`config.mk`:
```
export PLATFORM = sky130hd
export DESIGN_NAME = byte_rle_encoder_flat
export DESIGN_NICKNAME = d
export VERILOG_FILES = /design/src/brle_pkg.sv /design/src/brle_chan_if.sv /design/src/brle_ctrl.sv /design/src/brle_dp.sv /design/src/byte_rle_encoder.sv /design/src/flat_wrapper.sv
export SDC_FILE = /design/constraint.sdc
export NUM_CORES = 1
export LEC_CHECK = 0
export BUFFER_PORTS_ARGS = -buffer_cell sky130_fd_sc_hd__buf_2
export CAP_MARGIN = 25
export CORE_UTILIZATION = 45
export CTS_CLUSTER_DIAMETER = 30
export DETAILED_ROUTE_END_ITERATION = 7
export GPL_TIMING_DRIVEN = 0
export PLACE_DENSITY = 0.61
export SYNTH_ARGS = -nofsm -noshare
export SYNTH_HDL_FRONTEND = slang
export SYNTH_HIERARCHICAL = 1
export SYNTH_SLANG_ARGS = --single-unit
```
`constraint.sdc`:
```
create_clock -name clock -period 4.6 [get_ports clock]
set_input_delay 0.69 -clock clock [delete_from_list [all_inputs] [get_ports clock]]
set_output_delay 0.69 -clock clock [all_outputs]
set_load 0.01 [all_outputs]
```
`src/brle_pkg.sv`:
```
// shared types and constants for the byte run-length encoder
package brle_pkg;

   localparam int BYTE_W        = 8;
   localparam int WORD_W        = 64;
   localparam int COUNT_W       = 4;
   localparam int RUN_LEN_W     = 8;
   localparam int LITERAL_DEPTH = 128;
   localparam int LIT_IDX_W     = $clog2(LITERAL_DEPTH);
   localparam int LIT_CNT_W     = $clog2(LITERAL_DEPTH + 1);
   localparam int RUN_MIN       = 3;
   localparam int RUN_MAX       = 130;

   // controller states
   typedef enum logic [2:0] {
      ST_IDLE,
      ST_RUN_HDR,
      ST_RUN_VAL,
      ST_LIT_HDR,
      ST_LIT_BODY
   } state_type;

   // byte source selected for the packer
   typedef enum logic [2:0] {
      EMIT_NONE,
      EMIT_RUN_HDR,
      EMIT_RUN_VAL,
      EMIT_LIT_HDR,
      EMIT_LIT_BODY
   } emit_type;

   // groups an item closes, and their order
   typedef struct packed {
      logic run;
      logic lit;
      logic run_first;
   } plan_type;

   // controller to datapath
   typedef struct packed {
      logic     take;
      emit_type sel;
      logic     push;
      logic     burst_done;
   } dp_cmd_type;

   // datapath to controller
   typedef struct packed {
      plan_type plan;
      plan_type pend;
      logic     lit_end;
      logic     push_ok;
   } dp_status_type;

endpackage

```
`src/brle_chan_if.sv`:
```
// handshake channels for raw bytes in and packed code words out
interface brle_req_if;
   import brle_pkg::*;
   logic              valid;
   logic              ready;
   logic [BYTE_W-1:0] data_byte;
   logic              stream_last;
   modport source (output valid, output data_byte, output stream_last, input ready);
   modport sink (input valid, input data_byte, input stream_last, output ready);
endinterface

interface brle_rsp_if;
   import brle_pkg::*;
   logic               valid;
   logic               ready;
   logic [WORD_W-1:0]  out_word;
   logic [COUNT_W-1:0] byte_count;
   logic               burst_end;
   logic               stream_end;
   modport source (output valid, output out_word, output byte_count, output burst_end,
                   output stream_end, input ready);
   modport sink (input valid, input out_word, input byte_count, input burst_end,
                 input stream_end, output ready);
endinterface

```
`src/brle_ctrl.sv`:
```
// encoder controller: sequences the bytes of the groups an item closes
module brle_ctrl (
   input  logic                     clock,
   input  logic                     reset,
   input  logic                     req_valid,
   output logic                     req_ready,
   output brle_pkg::dp_cmd_type     cmd,
   input  brle_pkg::dp_status_type  status
);
   import brle_pkg::*;

   state_type state_ff;
   state_type state_in;

   // state register
   always_ff @(posedge clock) begin
      if (reset) begin
         state_ff <= ST_IDLE;
      end else begin
         state_ff <= state_in;
      end
   end

   // next state
   always_comb begin
      state_in = state_ff;
      unique case (state_ff)
         ST_IDLE: begin
            if (req_valid) begin
               if (status.plan.run && (status.plan.run_first || !status.plan.lit)) begin
                  state_in = ST_RUN_HDR;
               end else if (status.plan.lit) begin
                  state_in = ST_LIT_HDR;
               end
            end
         end
         ST_RUN_HDR: begin
            if (status.push_ok) state_in = ST_RUN_VAL;
         end
         ST_RUN_VAL: begin
            if (status.push_ok) begin
               if (status.pend.lit && status.pend.run_first) begin
                  state_in = ST_LIT_HDR;
               end else begin
                  state_in = ST_IDLE;
               end
            end
         end
         ST_LIT_HDR: begin
            if (status.push_ok) state_in = ST_LIT_BODY;
         end
         ST_LIT_BODY: begin
            if (status.push_ok && status.lit_end) begin
               if (status.pend.run && !status.pend.run_first) begin
                  state_in = ST_RUN_HDR;
               end else begin
                  state_in = ST_IDLE;
               end
            end
         end
         default: state_in = ST_IDLE;
      endcase
   end

   // commands
   always_comb begin
      req_ready      = 1'b0;
      cmd.take       = 1'b0;
      cmd.sel        = EMIT_NONE;
      cmd.burst_done = 1'b0;
      unique case (state_ff)
         ST_IDLE: begin
            req_ready = 1'b1;
            cmd.take  = req_valid;
         end
         ST_RUN_HDR: begin
            cmd.sel = EMIT_RUN_HDR;
         end
         ST_RUN_VAL: begin
            cmd.sel        = EMIT_RUN_VAL;
            cmd.burst_done = !(status.pend.lit && status.pend.run_first);
         end
         ST_LIT_HDR: begin
            cmd.sel = EMIT_LIT_HDR;
         end
         ST_LIT_BODY: begin
            cmd.sel        = EMIT_LIT_BODY;
            cmd.burst_done = status.lit_end && !(status.pend.run && !status.pend.run_first);
         end
         default: begin
            cmd.sel = EMIT_NONE;
         end
      endcase
      cmd.push = (cmd.sel != EMIT_NONE) && status.push_ok;
   end

endmodule

```
`src/brle_dp.sv`:
```
// encoder datapath: group state, literal buffer, byte packer and output register
module brle_dp #(
   parameter int LANE_BYTES = 8
) (
   input  logic                          clock,
   input  logic                          reset,
   input  logic [brle_pkg::BYTE_W-1:0]   data_byte,
   input  logic                          stream_last,
   input  brle_pkg::dp_cmd_type          cmd,
   output brle_pkg::dp_status_type       status,
   output logic                          rsp_valid,
   input  logic                          rsp_ready,
   output logic [brle_pkg::WORD_W-1:0]   out_word,
   output logic [brle_pkg::COUNT_W-1:0]  byte_count,
   output logic                          burst_end,
   output logic                          stream_end
);
   import brle_pkg::*;

   localparam int PACK_CNT_W = $clog2(LANE_BYTES + 1);

   // group state
   logic [LIT_CNT_W-1:0] lit_cnt_ff, lit_cnt_in;
   logic [BYTE_W-1:0]    last_ff, last_in;
   logic                 pair_ff, pair_in;
   logic                 in_run_ff, in_run_in;
   logic [RUN_LEN_W-1:0] run_len_ff, run_len_in;

   // groups closed by the current item
   plan_type             plan;
   logic [BYTE_W-1:0]    run_hdr_c;
   logic [BYTE_W-1:0]    run_val_c;
   logic [LIT_CNT_W-1:0] lit_n_c;
   logic                 take_lit;
   logic [LIT_IDX_W-1:0] wr_idx;

   plan_type             pend_ff;
   logic [BYTE_W-1:0]    pend_run_hdr_ff;
   logic [BYTE_W-1:0]    pend_run_val_ff;
   logic [LIT_CNT_W-1:0] pend_lit_n_ff;
   logic                 pend_last_ff;

   // literal buffer
   logic [BYTE_W-1:0]    lit_mem [LITERAL_DEPTH];
   logic [LIT_IDX_W-1:0] idx_ff;
   logic [LIT_IDX_W-1:0] rd_addr;
   logic [BYTE_W-1:0]    rd_data_ff;

   // packer and output register
   logic [BYTE_W-1:0]     emit_byte;
   logic [WORD_W-1:0]     pack_word_ff;
   logic [PACK_CNT_W-1:0] pack_cnt_ff;
   logic [PACK_CNT_W-1:0] cnt_next;
   logic [WORD_W-1:0]     merged;
   logic                  load_out;
   logic                  rsp_valid_ff;
   logic [WORD_W-1:0]     out_word_ff;
   logic [COUNT_W-1:0]    byte_count_ff;
   logic                  burst_end_ff;
   logic                  stream_end_ff;

   // effect of one byte on the open group
   always_comb begin
      lit_cnt_in = lit_cnt_ff;
      last_in    = last_ff;
      pair_in    = pair_ff;
      in_run_in  = in_run_ff;
      run_len_in = run_len_ff;
      plan       = '0;
      run_hdr_c  = '0;
      run_val_c  = last_ff;
      lit_n_c    = '0;
      take_lit   = 1'b1;
      wr_idx     = lit_cnt_ff[LIT_IDX_W-1:0];

      // open run: extend, or close on a mismatch or at the maximum length
      if (in_run_ff) begin
         plan.run_first = 1'b1;
         if (data_byte == last_ff) begin
            take_lit = 1'b0;
            if (run_len_ff == RUN_LEN_W'(RUN_MAX - 1)) begin
               plan.run   = 1'b1;
               run_hdr_c  = BYTE_W'(RUN_MAX - RUN_MIN);
               in_run_in  = 1'b0;
               run_len_in = '0;
            end else begin
               run_len_in = run_len_ff + 1'b1;
            end
         end else begin
            plan.run   = 1'b1;
            run_hdr_c  = BYTE_W'(run_len_ff - RUN_LEN_W'(RUN_MIN));
            in_run_in  = 1'b0;
            run_len_in = '0;
         end
      end

      // literal path: a third equal byte starts a run, a full group closes
      if (take_lit) begin
         if (lit_cnt_ff == '0) begin
            lit_cnt_in = LIT_CNT_W'(1);
            last_in    = data_byte;
            pair_in    = 1'b0;
         end else if (pair_ff && (data_byte == last_ff)) begin
            lit_n_c    = lit_cnt_ff - LIT_CNT_W'(RUN_MIN - 1);
            plan.lit   = (lit_n_c != '0);
            lit_cnt_in = '0;
            pair_in    = 1'b0;
            in_run_in  = 1'b1;
            run_len_in = RUN_LEN_W'(RUN_MIN);
            last_in    = data_byte;
         end else begin
            pair_in = (last_ff == data_byte);
            last_in = data_byte;
            if (lit_cnt_ff == LIT_CNT_W'(LITERAL_DEPTH - 1)) begin
               plan.lit   = 1'b1;
               lit_n_c    = LIT_CNT_W'(LITERAL_DEPTH);
               lit_cnt_in = '0;
               pair_in    = 1'b0;
            end else begin
               lit_cnt_in = lit_cnt_ff + 1'b1;
            end
         end
      end

      // end of stream flushes the open group and clears everything
      if (stream_last) begin
         if (in_run_in) begin
            plan.run  = 1'b1;
            run_hdr_c = BYTE_W'(run_len_in - RUN_LEN_W'(RUN_MIN));
            run_val_c = last_in;
         end else if (lit_cnt_in != '0) begin
            plan.lit = 1'b1;
            lit_n_c  = lit_cnt_in;
         end
         lit_cnt_in = '0;
         last_in    = '0;
         pair_in    = 1'b0;
         in_run_in  = 1'b0;
         run_len_in = '0;
      end
   end

   // group state registers
   always_ff @(posedge clock) begin
      if (reset) begin
         lit_cnt_ff <= '0;
         last_ff    <= '0;
         pair_ff    <= 1'b0;
         in_run_ff  <= 1'b0;
         run_len_ff <= '0;
         pend_ff    <= '0;
      end else if (cmd.take) begin
         lit_cnt_ff <= lit_cnt_in;
         last_ff    <= last_in;
         pair_ff    <= pair_in;
         in_run_ff  <= in_run_in;
         run_len_ff <= run_len_in;
         pend_ff    <= plan;
      end
   end

   // pending group fields
   always_ff @(posedge clock) begin
      if (cmd.take) begin
         pend_run_hdr_ff <= run_hdr_c;
         pend_run_val_ff <= run_val_c;
         pend_lit_n_ff   <= lit_n_c;
         pend_last_ff    <= stream_last;
      end
   end

   // literal read index, next entry is fetched as a byte leaves
   always_ff @(posedge clock) begin
      if (reset) begin
         idx_ff <= '0;
      end else if (cmd.take) begin
         idx_ff <= '0;
      end else if (cmd.push && (cmd.sel == EMIT_LIT_BODY)) begin
         idx_ff <= idx_ff + 1'b1;
      end
   end

   assign rd_addr = (cmd.push && (cmd.sel == EMIT_LIT_BODY)) ? idx_ff + 1'b1 : idx_ff;

   // literal buffer, one write and one registered read
   always_ff @(posedge clock) begin
      if (cmd.take && take_lit) begin
         lit_mem[wr_idx] <= data_byte;
      end
      rd_data_ff <= lit_mem[rd_addr];
   end

   // byte to pack
   always_comb begin
      case (cmd.sel)
         EMIT_RUN_HDR:  emit_byte = pend_run_hdr_ff;
         EMIT_RUN_VAL:  emit_byte = pend_run_val_ff;
         EMIT_LIT_HDR:  emit_byte = BYTE_W'('0 - pend_lit_n_ff);
         EMIT_LIT_BODY: emit_byte = rd_data_ff;
         default:       emit_byte = '0;
      endcase
   end

   assign cnt_next = pack_cnt_ff + 1'b1;
   assign merged   = pack_word_ff | (WORD_W'(emit_byte) << {pack_cnt_ff, 3'b000});
   assign load_out = cmd.push && ((cnt_next == PACK_CNT_W'(LANE_BYTES)) || cmd.burst_done);

   // packer and output valid
   always_ff @(posedge clock) begin
      if (reset) begin
         rsp_valid_ff <= 1'b0;
         pack_cnt_ff  <= '0;
         pack_word_ff <= '0;
      end else if (load_out) begin
         rsp_valid_ff <= 1'b1;
         pack_cnt_ff  <= '0;
         pack_word_ff <= '0;
      end else begin
         if (rsp_ready) rsp_valid_ff <= 1'b0;
         if (cmd.push) begin
            pack_word_ff <= merged;
            pack_cnt_ff  <= cnt_next;
         end
      end
   end

   // output word
   always_ff @(posedge clock) begin
      if (load_out) begin
         out_word_ff   <= merged;
         byte_count_ff <= COUNT_W'(cnt_next);
         burst_end_ff  <= cmd.burst_done;
         stream_end_ff <= cmd.burst_done && pend_last_ff;
      end
   end

   // status
   assign status.plan    = plan;
   assign status.pend    = pend_ff;
   assign status.lit_end = (LIT_CNT_W'(idx_ff) == (pend_lit_n_ff - LIT_CNT_W'(1)));
   assign status.push_ok = !rsp_valid_ff || rsp_ready;

   assign rsp_valid  = rsp_valid_ff;
   assign out_word   = out_word_ff;
   assign byte_count = byte_count_ff;
   assign burst_end  = burst_end_ff;
   assign stream_end = stream_end_ff;

endmodule

```
`src/byte_rle_encoder.sv`:
```
// byte run-length encoder top level
//
// Raw bytes come in on req_bus, one per item, with stream_last on the final
// byte of a stream. Encoded groups leave on rsp_bus in words of up to
// LANE_BYTES bytes, earliest byte in bits 7:0, byte_count telling how many
// are valid. burst_end marks the last word caused by an input item and
// stream_end the last word of the whole stream.
// An item that only extends an open group gives no word. An item that closes
// groups releases its code bytes (header, run value or buffered literal) one
// at a time through the byte-wide packer and the single read port of the
// literal buffer, so a full literal group sends its header and 128 bytes.
// The first word becomes valid once LANE_BYTES bytes are packed, or earlier
// for a short burst. The next item is taken once all bytes of the current one
// are packed. When rsp_bus stalls, the output register holds its word and
// the packer stops; req_bus waits until the burst has drained.
// Reset clears the group state, the packer and the output valid flag; the
// literal buffer needs no clearing since only entries of the open group are
// read.
module byte_rle_encoder #(
   parameter int LANE_BYTES = 8
) (
   input logic        clock,
   input logic        reset,
   brle_req_if.sink   req_bus,
   brle_rsp_if.source rsp_bus
);
   import brle_pkg::*;

   dp_cmd_type    cmd;
   dp_status_type status;

   // controller
   brle_ctrl u_ctrl (
      .clock     (clock),
      .reset     (reset),
      .req_valid (req_bus.valid),
      .req_ready (req_bus.ready),
      .cmd       (cmd),
      .status    (status)
   );

   // datapath
   brle_dp #(
      .LANE_BYTES (LANE_BYTES)
   ) u_dp (
      .clock       (clock),
      .reset       (reset),
      .data_byte   (req_bus.data_byte),
      .stream_last (req_bus.stream_last),
      .cmd         (cmd),
      .status      (status),
      .rsp_valid   (rsp_bus.valid),
      .rsp_ready   (rsp_bus.ready),
      .out_word    (rsp_bus.out_word),
      .byte_count  (rsp_bus.byte_count),
      .burst_end   (rsp_bus.burst_end),
      .stream_end  (rsp_bus.stream_end)
   );

endmodule

```
`src/flat_wrapper.sv`:
```
// flat-port wrapper written by rule: the top's interface ports become plain ports
module byte_rle_encoder_flat import brle_pkg::*;
#(
   parameter int LANE_BYTES = 8
)
  (clock, reset, req_bus_valid, req_bus_data_byte, req_bus_stream_last, req_bus_ready, rsp_bus_valid, rsp_bus_out_word, rsp_bus_byte_count, rsp_bus_burst_end, rsp_bus_stream_end, rsp_bus_ready);
  brle_req_if req_bus_i ();
  brle_rsp_if rsp_bus_i ();
  input logic clock;
  input logic reset;
  input wire logic [$bits(req_bus_i.valid)-1:0] req_bus_valid;
  input wire logic [$bits(req_bus_i.data_byte)-1:0] req_bus_data_byte;
  input wire logic [$bits(req_bus_i.stream_last)-1:0] req_bus_stream_last;
  output wire logic [$bits(req_bus_i.ready)-1:0] req_bus_ready;
  output wire logic [$bits(rsp_bus_i.valid)-1:0] rsp_bus_valid;
  output wire logic [$bits(rsp_bus_i.out_word)-1:0] rsp_bus_out_word;
  output wire logic [$bits(rsp_bus_i.byte_count)-1:0] rsp_bus_byte_count;
  output wire logic [$bits(rsp_bus_i.burst_end)-1:0] rsp_bus_burst_end;
  output wire logic [$bits(rsp_bus_i.stream_end)-1:0] rsp_bus_stream_end;
  input wire logic [$bits(rsp_bus_i.ready)-1:0] rsp_bus_ready;
  assign req_bus_i.valid = req_bus_valid;
  assign req_bus_i.data_byte = req_bus_data_byte;
  assign req_bus_i.stream_last = req_bus_stream_last;
  assign req_bus_ready = req_bus_i.ready;
  assign rsp_bus_valid = rsp_bus_i.valid;
  assign rsp_bus_out_word = rsp_bus_i.out_word;
  assign rsp_bus_byte_count = rsp_bus_i.byte_count;
  assign rsp_bus_burst_end = rsp_bus_i.burst_end;
  assign rsp_bus_stream_end = rsp_bus_i.stream_end;
  assign rsp_bus_i.ready = rsp_bus_ready;
  byte_rle_encoder #(.LANE_BYTES(LANE_BYTES)) u_core (.clock(clock), .reset(reset), .req_bus(req_bus_i), .rsp_bus(rsp_bus_i));
endmodule
```
==> results of run 1 <==
## final cells by class
| type | instances | area (um2) | share of cell area, % |
|---|---|---|---|
| repair buffers | 136 | 1190 | 1.76 |
| clock buffers | 320 | 7280 | 10.8 |
| flip-flops and latches | 1235 | 35900 | 53.1 |
| plain buffers | 324 | 1550 | 2.29 |
| well taps | 1612 | 2020 | 2.98 |
| inverters | 17 | 63.8 | 0.0943 |
| multi-input cells | 2616 | 17800 | 26.3 |
| clock inverters | 173 | 1830 | 2.71 |
## registers in the layout (all words and copies together) (netlist names)
signal                       count
u_core/u_dp/rsp_valid            1
u_core/u_dp/pair_ff              1
u_core/u_dp/in_run_ff            1
u_core/u_dp/status               3
u_core/u_ctrl/state_ff           3
u_core/u_dp/run_len_ff           8
u_core/u_dp/burst_end            1
u_core/u_dp/rd_data_ff           8
u_core/u_dp/pack_cnt_ff          4
u_core/u_dp/pend_run_hdr_ff      8
u_core/u_dp/last_ff              8
u_core/u_dp/stream_end           1
u_core/u_dp/pend_last_ff         1
u_core/u_dp/pend_run_val_ff      8
u_core/u_dp/byte_count           4
u_core/u_dp/pack_word_ff        64
u_core/u_dp/lit_mem           1024
u_core/u_dp/out_word            64
u_core/u_dp/idx_ff               7
u_core/u_dp/lit_cnt_ff           8
u_core/u_dp/pend_lit_n_ff        8
## layer usage
| layer | vias up | track usage (%) | wire length [um] |
|---|---|---|---|
| met5 | - | 0 | 107 |
| met3 | 519 | 7.97 | 20100 |
| met4 | 4 | 15.7 | 9680 |
| met2 | 2487 | 46.7 | 85500 |
| li1 | 17400 | - | - |
| met1 | 20200 | 39.1 | 73100 |
## cells by family after synthesis
| family | count (synthesis) | synth area share (%) |
|---|---|---|
| and+or+nand+nor | 1191 | 10.1 |
| DFF | 1235 | 65.5 |
| adders and majority gates | 14 | 0.319 |
| buffers and inverters | 342 | 2.79 |
| AOI/OAI and AO/OA | 888 | 11.5 |
| muxes | 464 | 8.89 |
| xor gates and xnor gates | 59 | 1.01 |
## cells in the mapped netlist (all sizes together) (10+ instances only)
cell type and instances:
nor3b 51, a22o 13, nor2b 10, buf 157
nor2 255, edfxtp 1119, o21ai 130, a221oi 162
xnor2 39, clkbuf 168, nor4 14, a21o 69
a31oi 16, nand2 435, nand2b 12, nor3 106
xor2 20, mux4 18, nand4 30, nand3 237
o22ai 199, a22oi 140, o221ai 53, a21oi 53
dfxtp 116, ha 14, inv 17, mux2i 439
## stage by stage
stage | setup TNS [ns] | utilization [%] | hold WS, ns
finish | -0.00338 | 56.2 | 0.0534
global route | -1.59 | 56.2 | 0.0250
CTS | -5.89 | 55.9 | 0.000677
detailed placement | -242.41 | 48.1 | 0.473
global placement | -2106.91 | 47.6 | 0.466
floorplan | 0 | - | 0.460
## critical path, stage by stage (launching register included)
cell	delay, ns
dfxtp_1	0.30
buf_6	0.13
nor3_2	0.28
and2_1	0.43
buf_16	0.22
clkbuf_1	0.32
inv_1	0.23
nor3_1	0.56
nand2_1	0.58
clkbuf_1	0.41
buf_8	0.26
nor2_2	0.49
## where the power goes
part / switching (mW) / internal (mW)
clock: 6.13 / 13.0
combinational: 1.62 / 0.708
sequential: 0.129 / 12.6
## final timing paths
path / from / slack (ns) / end / depth (start not counted)
setup reg to reg: u_core/u_ctrl/state_ff[0] / -0.002 / u_core/u_dp/lit_mem[50][1] / 11
hold reg to reg: u_core/u_dp/pack_word_ff[60] / 0.48 / u_core/u_dp/pack_word_ff[60] / 2
hold / removal: reset / 0.05 / u_core/u_ctrl/state_ff[2] / 2
setup / recovery: u_core/u_ctrl/state_ff[0] / -0.002 / u_core/u_dp/lit_mem[50][1] / 11
## repair_timing
action,4_1_cts,5_1_grt
endpoints found under the hold margin,1,0
hold buffers,1,0
gates resized for setup,90,125
pin swaps,0,1
endpoints found under the setup margin,396,598
==> results.py, run 1 <==
metrics = {
    "run_status": {
        "status": "finished with violations",
        "violations": "setup timing",
    },
    "power": {
        "leakage_nw": 22.3,
        "p_total_mw": 34.2,
        "max-vdd-ir-drop_v": 0.000428,
        "p_per_area_nw_per_um2": 505,
    },
    "finish": {
        "design_area_um2": 67700,
        "final_common_cell": "edfxtp_1",
        "fin_cells": 6433,
        "area_growth_pct": 23.4,
        "n_antenna_cell": 0,
        "fillers": 9783,
        "nets": 4640,
        "drive_gt1_share_pct": 18.6,
        "mostFrequentLayoutCells": "edfxtp_1 (1119), mux2i_1 (438), nand2_1 (431)",
    },
    "worst_setup_path": {
        "cp.arrival_ns": 5.09,
        "crit_type": "reg -> reg",
        "cp-end-kind": "register",
        "cp.required_ns": 5.09,
        "worst-path-max-fanout": 20,
        "start_kind": "register",
    },
    "sta": {
        "setup_violations": 2,
        "worst_slew_pin_slew_ns": 1.11,
        "hold_violations": 0,
        "drv_slew": 0,
        "fin_skew_ns": 0.0339,
        "rsz0062_at_grt": "true",
        "period_minus_slack_ns": 4.60,
        "fin_crit_sh_pct": 100,
        "finalWorstSetupSlack_ns": -0.00238,
        "max_freq_ghz": 0.217,
        "slew_headroom_pct": 26.0,
    },
    "logic_synthesis": {
        "ys_ff_latch": 1235,
        "yosysUniqueCellTypes": 81,
        "synth_edf_count": 1119,
        "netlist.area_leader.share_pct": 61.2,
        "synth_nets": 4220,
        "synthFlopType": "edfxtp_1",
        "syn_area_per_cell_um2": 13.1,
        "async_reset_ff_share_pct": 0,
        "yosysWarnings": 6,
        "synth_area_leaders": "edfxtp_1 (61%), mux2i_1 (8.0%), dfxtp_1 (4.2%)",
        "ys_seq_area_share_pct": 65.5,
        "yosysTopAreaCell": "edfxtp_1",
        "netlist_instances": 4193,
        "netlist_area_um2": 54900,
    },
    "global_routing": {
        "grt_pass1_wl_mm": 267,
        "grt_use_total_pct": 30.2,
        "antenna_found_initial": 2,
        "grt_max_degree": 99,
        "grt_pass1_vias": 38900,
        "grt_overflow": 0,
    },
    "clock_tree": {
        "cts_root_buf": "clkbuf_16",
        "cts_tree": "built",
        "htree_levels": 5,
        "clk_pin_slew_worst_paths_ns": 0.04,
        "cts_setup_buffers": 0,
        "cts.path.max_buffers": 4,
        "numCtsBuffers": 283,
        "clk_latency_ns": 0.88,
        "cts_num_sinks": 1235,
    },
    "min_path": {
        "hold_class": "in -> reg",
    },
    "drt": {
        "drt-pass1-iter-count": 6,
        "drtIter0Drc": 4915,
        "drt_wl_total_mm": 189,
        "routed_via_density": 6.31,
        "route.detailed.drc": 0,
        "wire_per_inst_um": 29.3,
        "dr_total_vias": 40600,
        "drt.antenna.violating_nets": 0,
    },
    "flow_run": {
        "maxCapViolations": 0,
    },
    "place": {
        "placed_area_um2": 58000,
        "dp_slack_ns": -0.848,
        "placedCellCount": 5930,
        "io_buffers": 84,
        "post-dp-hpwl_mm": 127,
        "gp_congestion": 0.924,
    },
    "floorplan": {
        "die-area_um2": 123000,
        "die_w_um": 351,
        "initial_core_util_pct": 45.6,
        "coreArea_um2": 120000,
        "row_count": 127,
        "die_y_um": 351,
        "io_pins": 85,
    },
}
Note: power is estimated with default switching activity, not from simulation.
==> run 2, diff against run 1 <==
Settings changed: CELL_PAD_IN_SITES_DETAIL_PLACEMENT set to 0, CELL_PAD_IN_SITES_GLOBAL_PLACEMENT set to 1, PLACE_DENSITY 0.61 to 0.71.
==> results.py, run 2 (synthesis results as in run 1) <==
metrics = {
    "run_status": {
        "status": "finished, final reports clean",
    },
    "finish": {
        "area_growth_pct": 23.9,
        "final_common_cell": "edfxtp_1",
        "nets": 4648,
        "fillers": 9810,
        "top_register": "u_core/u_dp/lit_mem",
        "mostFrequentLayoutCells": "edfxtp_1 (1119), mux2i_1 (438), nand2_1 (432)",
        "largest_reg_flops": 1024,
        "design_area_um2": 68000,
        "multiInputGateArea_um2": 17900,
        "ff_latch_area_um2": 35900,
        "drive_gt1_share_pct": 18.8,
    },
    "global_routing": {
        "grt_pass1_wl_mm": 268,
        "grt_overflow": 0,
        "grt_use_total_pct": 30.5,
        "grt_pass1_vias": 38400,
        "grt_max_degree": 97,
        "antenna_found_initial": 5,
    },
    "sta": {
        "worst_slew_pin_slew_ns": 1.29,
        "drv_slew": 0,
        "max_freq_ghz": 0.220,
        "hold_slack_ns": 0.0547,
        "fin_skew_ns": 0.0416,
        "slew_headroom_pct": 14.2,
        "period_minus_slack_ns": 4.55,
        "setup_violations": 0,
        "hold_violations": 0,
        "finalWorstSetupSlack_ns": 0.0528,
        "fin_crit_sh_pct": 98.9,
    },
    "power": {
        "p_sw_share_pct": 22.5,
        "max-vdd-ir-drop_v": 0.000465,
        "p_seq_share_pct": 36.7,
        "leakage_nw": 22.4,
        "clockPowerShare_pct": 56.5,
        "p_per_area_nw_per_um2": 509,
        "p_comb_share_pct": 6.8,
        "p_int_mw": 26.8,
        "switchingPower_mw": 7.79,
    },
    "worst_setup_path": {
        "worst-path-max-fanout": 10,
        "cp-end-kind": "register",
        "crit_type": "reg -> reg",
        "cp.required_ns": 5.31,
        "cp.arrival_ns": 5.26,
        "start_kind": "register",
    },
    "clock_tree": {
        "htree_levels": 5,
        "clk_latency_ns": 0.89,
        "cts_tree": "built",
        "cts_num_sinks": 1235,
        "cts_root_buf": "clkbuf_16",
        "cts.path.max_buffers": 4,
        "numCtsBuffers": 282,
        "clk_pin_slew_worst_paths_ns": 0.04,
    },
    "drt": {
        "routed_via_density": 6.28,
        "drt_wl_total_mm": 190,
        "drt-pass1-iter-count": 5,
        "drt.antenna.violating_nets": 0,
        "drtIter0Drc": 4758,
        "dr_total_vias": 40400,
        "route.detailed.drc": 0,
        "wire_per_inst_um": 29.5,
    },
    "place": {
        "dp_slack_ns": -0.887,
        "post-dp-hpwl_mm": 128,
        "placed_area_um2": 57900,
        "gp_congestion": 0.975,
        "io_buffers": 84,
    },
    "flow_run": {
        "maxCapViolations": 0,
    },
    "floorplan": {
        "die-area_um2": 123000,
        "coreArea_um2": 120000,
        "row_count": 127,
        "die_y_um": 351,
        "io_pins": 85,
        "initial_core_util_pct": 45.6,
        "die_w_um": 351,
    },
    "min_path": {
        "hold_class": "in -> reg",
    },
}
## run 2: cell count changes in the layout (fill, tap and decap cells not counted), moves of 3 or more
cell	before	now
clkbuf_1	160	168
buf_2	199	194
clkinv_1	39	27
bufinv_16	31	38
clkinv_2	38	28
clkinv_8	4	1
clkinvlp_4	31	27
clkbuf_16	285	290
buf_4	24	32
clkbuf_4	1	8
clkinv_4	16	11
## run 2: power by group through the flow
| stage | Combinational [mW] | Sequential (mW) | Clock, mW |
|---|---|---|---|
| 2_1_floorplan | 1.18 | 12.9 | 0 |
| 3_3_place_gp | 2.16 | 12.9 | 0 |
| 3_5_place_dp | 2.27 | 12.9 | 0 |
| 4_1_cts | 2.31 | 12.7 | 19.8 |
| 5_1_grt | 2.52 | 12.7 | 20.3 |
| 6_report | 2.35 | 12.7 | 19.6 |
## run 2: what timing repair did
item | in CTS | in global routing
setup buffers | 0 | 5
endpoints found under the hold margin | 1 | 0
pin swaps | 0 | 3
hold buffers | 1 | 0
endpoints found under the setup margin | 666 | 353
gates resized for setup | 119 | 102
## run 2: per-layer routing
layer,share of wire (%),track usage (%),vias to the layer above
met1,39,40.0,20300
met5,0.023,0,-
met4,4.6,14.4,6
met3,10,7.20,456
met2,46,47.9,2293
li1,-,-,17400
## run 2: layout make-up
cell class              count  area share, %
clock inverters           146           2.68
clock buffers             336           11.0
multi-input cells        2616           26.3
repair buffers            146           1.86
well taps                1612           2.97
plain buffers             323           2.29
diodes                      1        0.00368
inverters                  17         0.0975
flip-flops and latches   1235           52.8
## run 2: through the flow
step,std cells,power [mW],util (%),TNS [ns]
after floorplan,4193,14.1,-,0
after global placement,5889,15.1,47.6,-2138.31
after detailed placement,5931,15.2,48.1,-372.13
after CTS,6413,34.8,56.1,0
after global routing,6431,35.5,56.4,-0.000977
final,6432,34.6,56.4,0
## run 2: worst max-delay path, stage by stage, from the launching register on
cell and delay [ns]:
dfxtp_1 0.39, buf_2 0.24, and2_2 0.26, o21a_1 0.14, buf_2 0.21, and4bb_4 0.39, nand2_4 0.11, xnor2_2 0.35
buf_2 0.45, buf_2 0.49, a221oi_1 0.12, a22oi_1 0.41, a22oi_1 0.26, a21oi_1 0.43, nor4_4 0.11
## run 2: path summary, 6_finish.rpt
kind	startpoint	endpoint	slack (ns)	depth (start not counted)
worst min-delay path	reset	u_core/u_ctrl/state_ff[2]	0.05	2
worst min register to register	u_core/u_dp/pack_word_ff[27]	u_core/u_dp/pack_word_ff[27]	0.48	2
worst max register to register	u_core/u_ctrl/state_ff[2]	u_core/u_dp/rd_data_ff[6]	0.05	14
worst max-delay path	u_core/u_ctrl/state_ff[2]	u_core/u_dp/rd_data_ff[6]	0.05	14
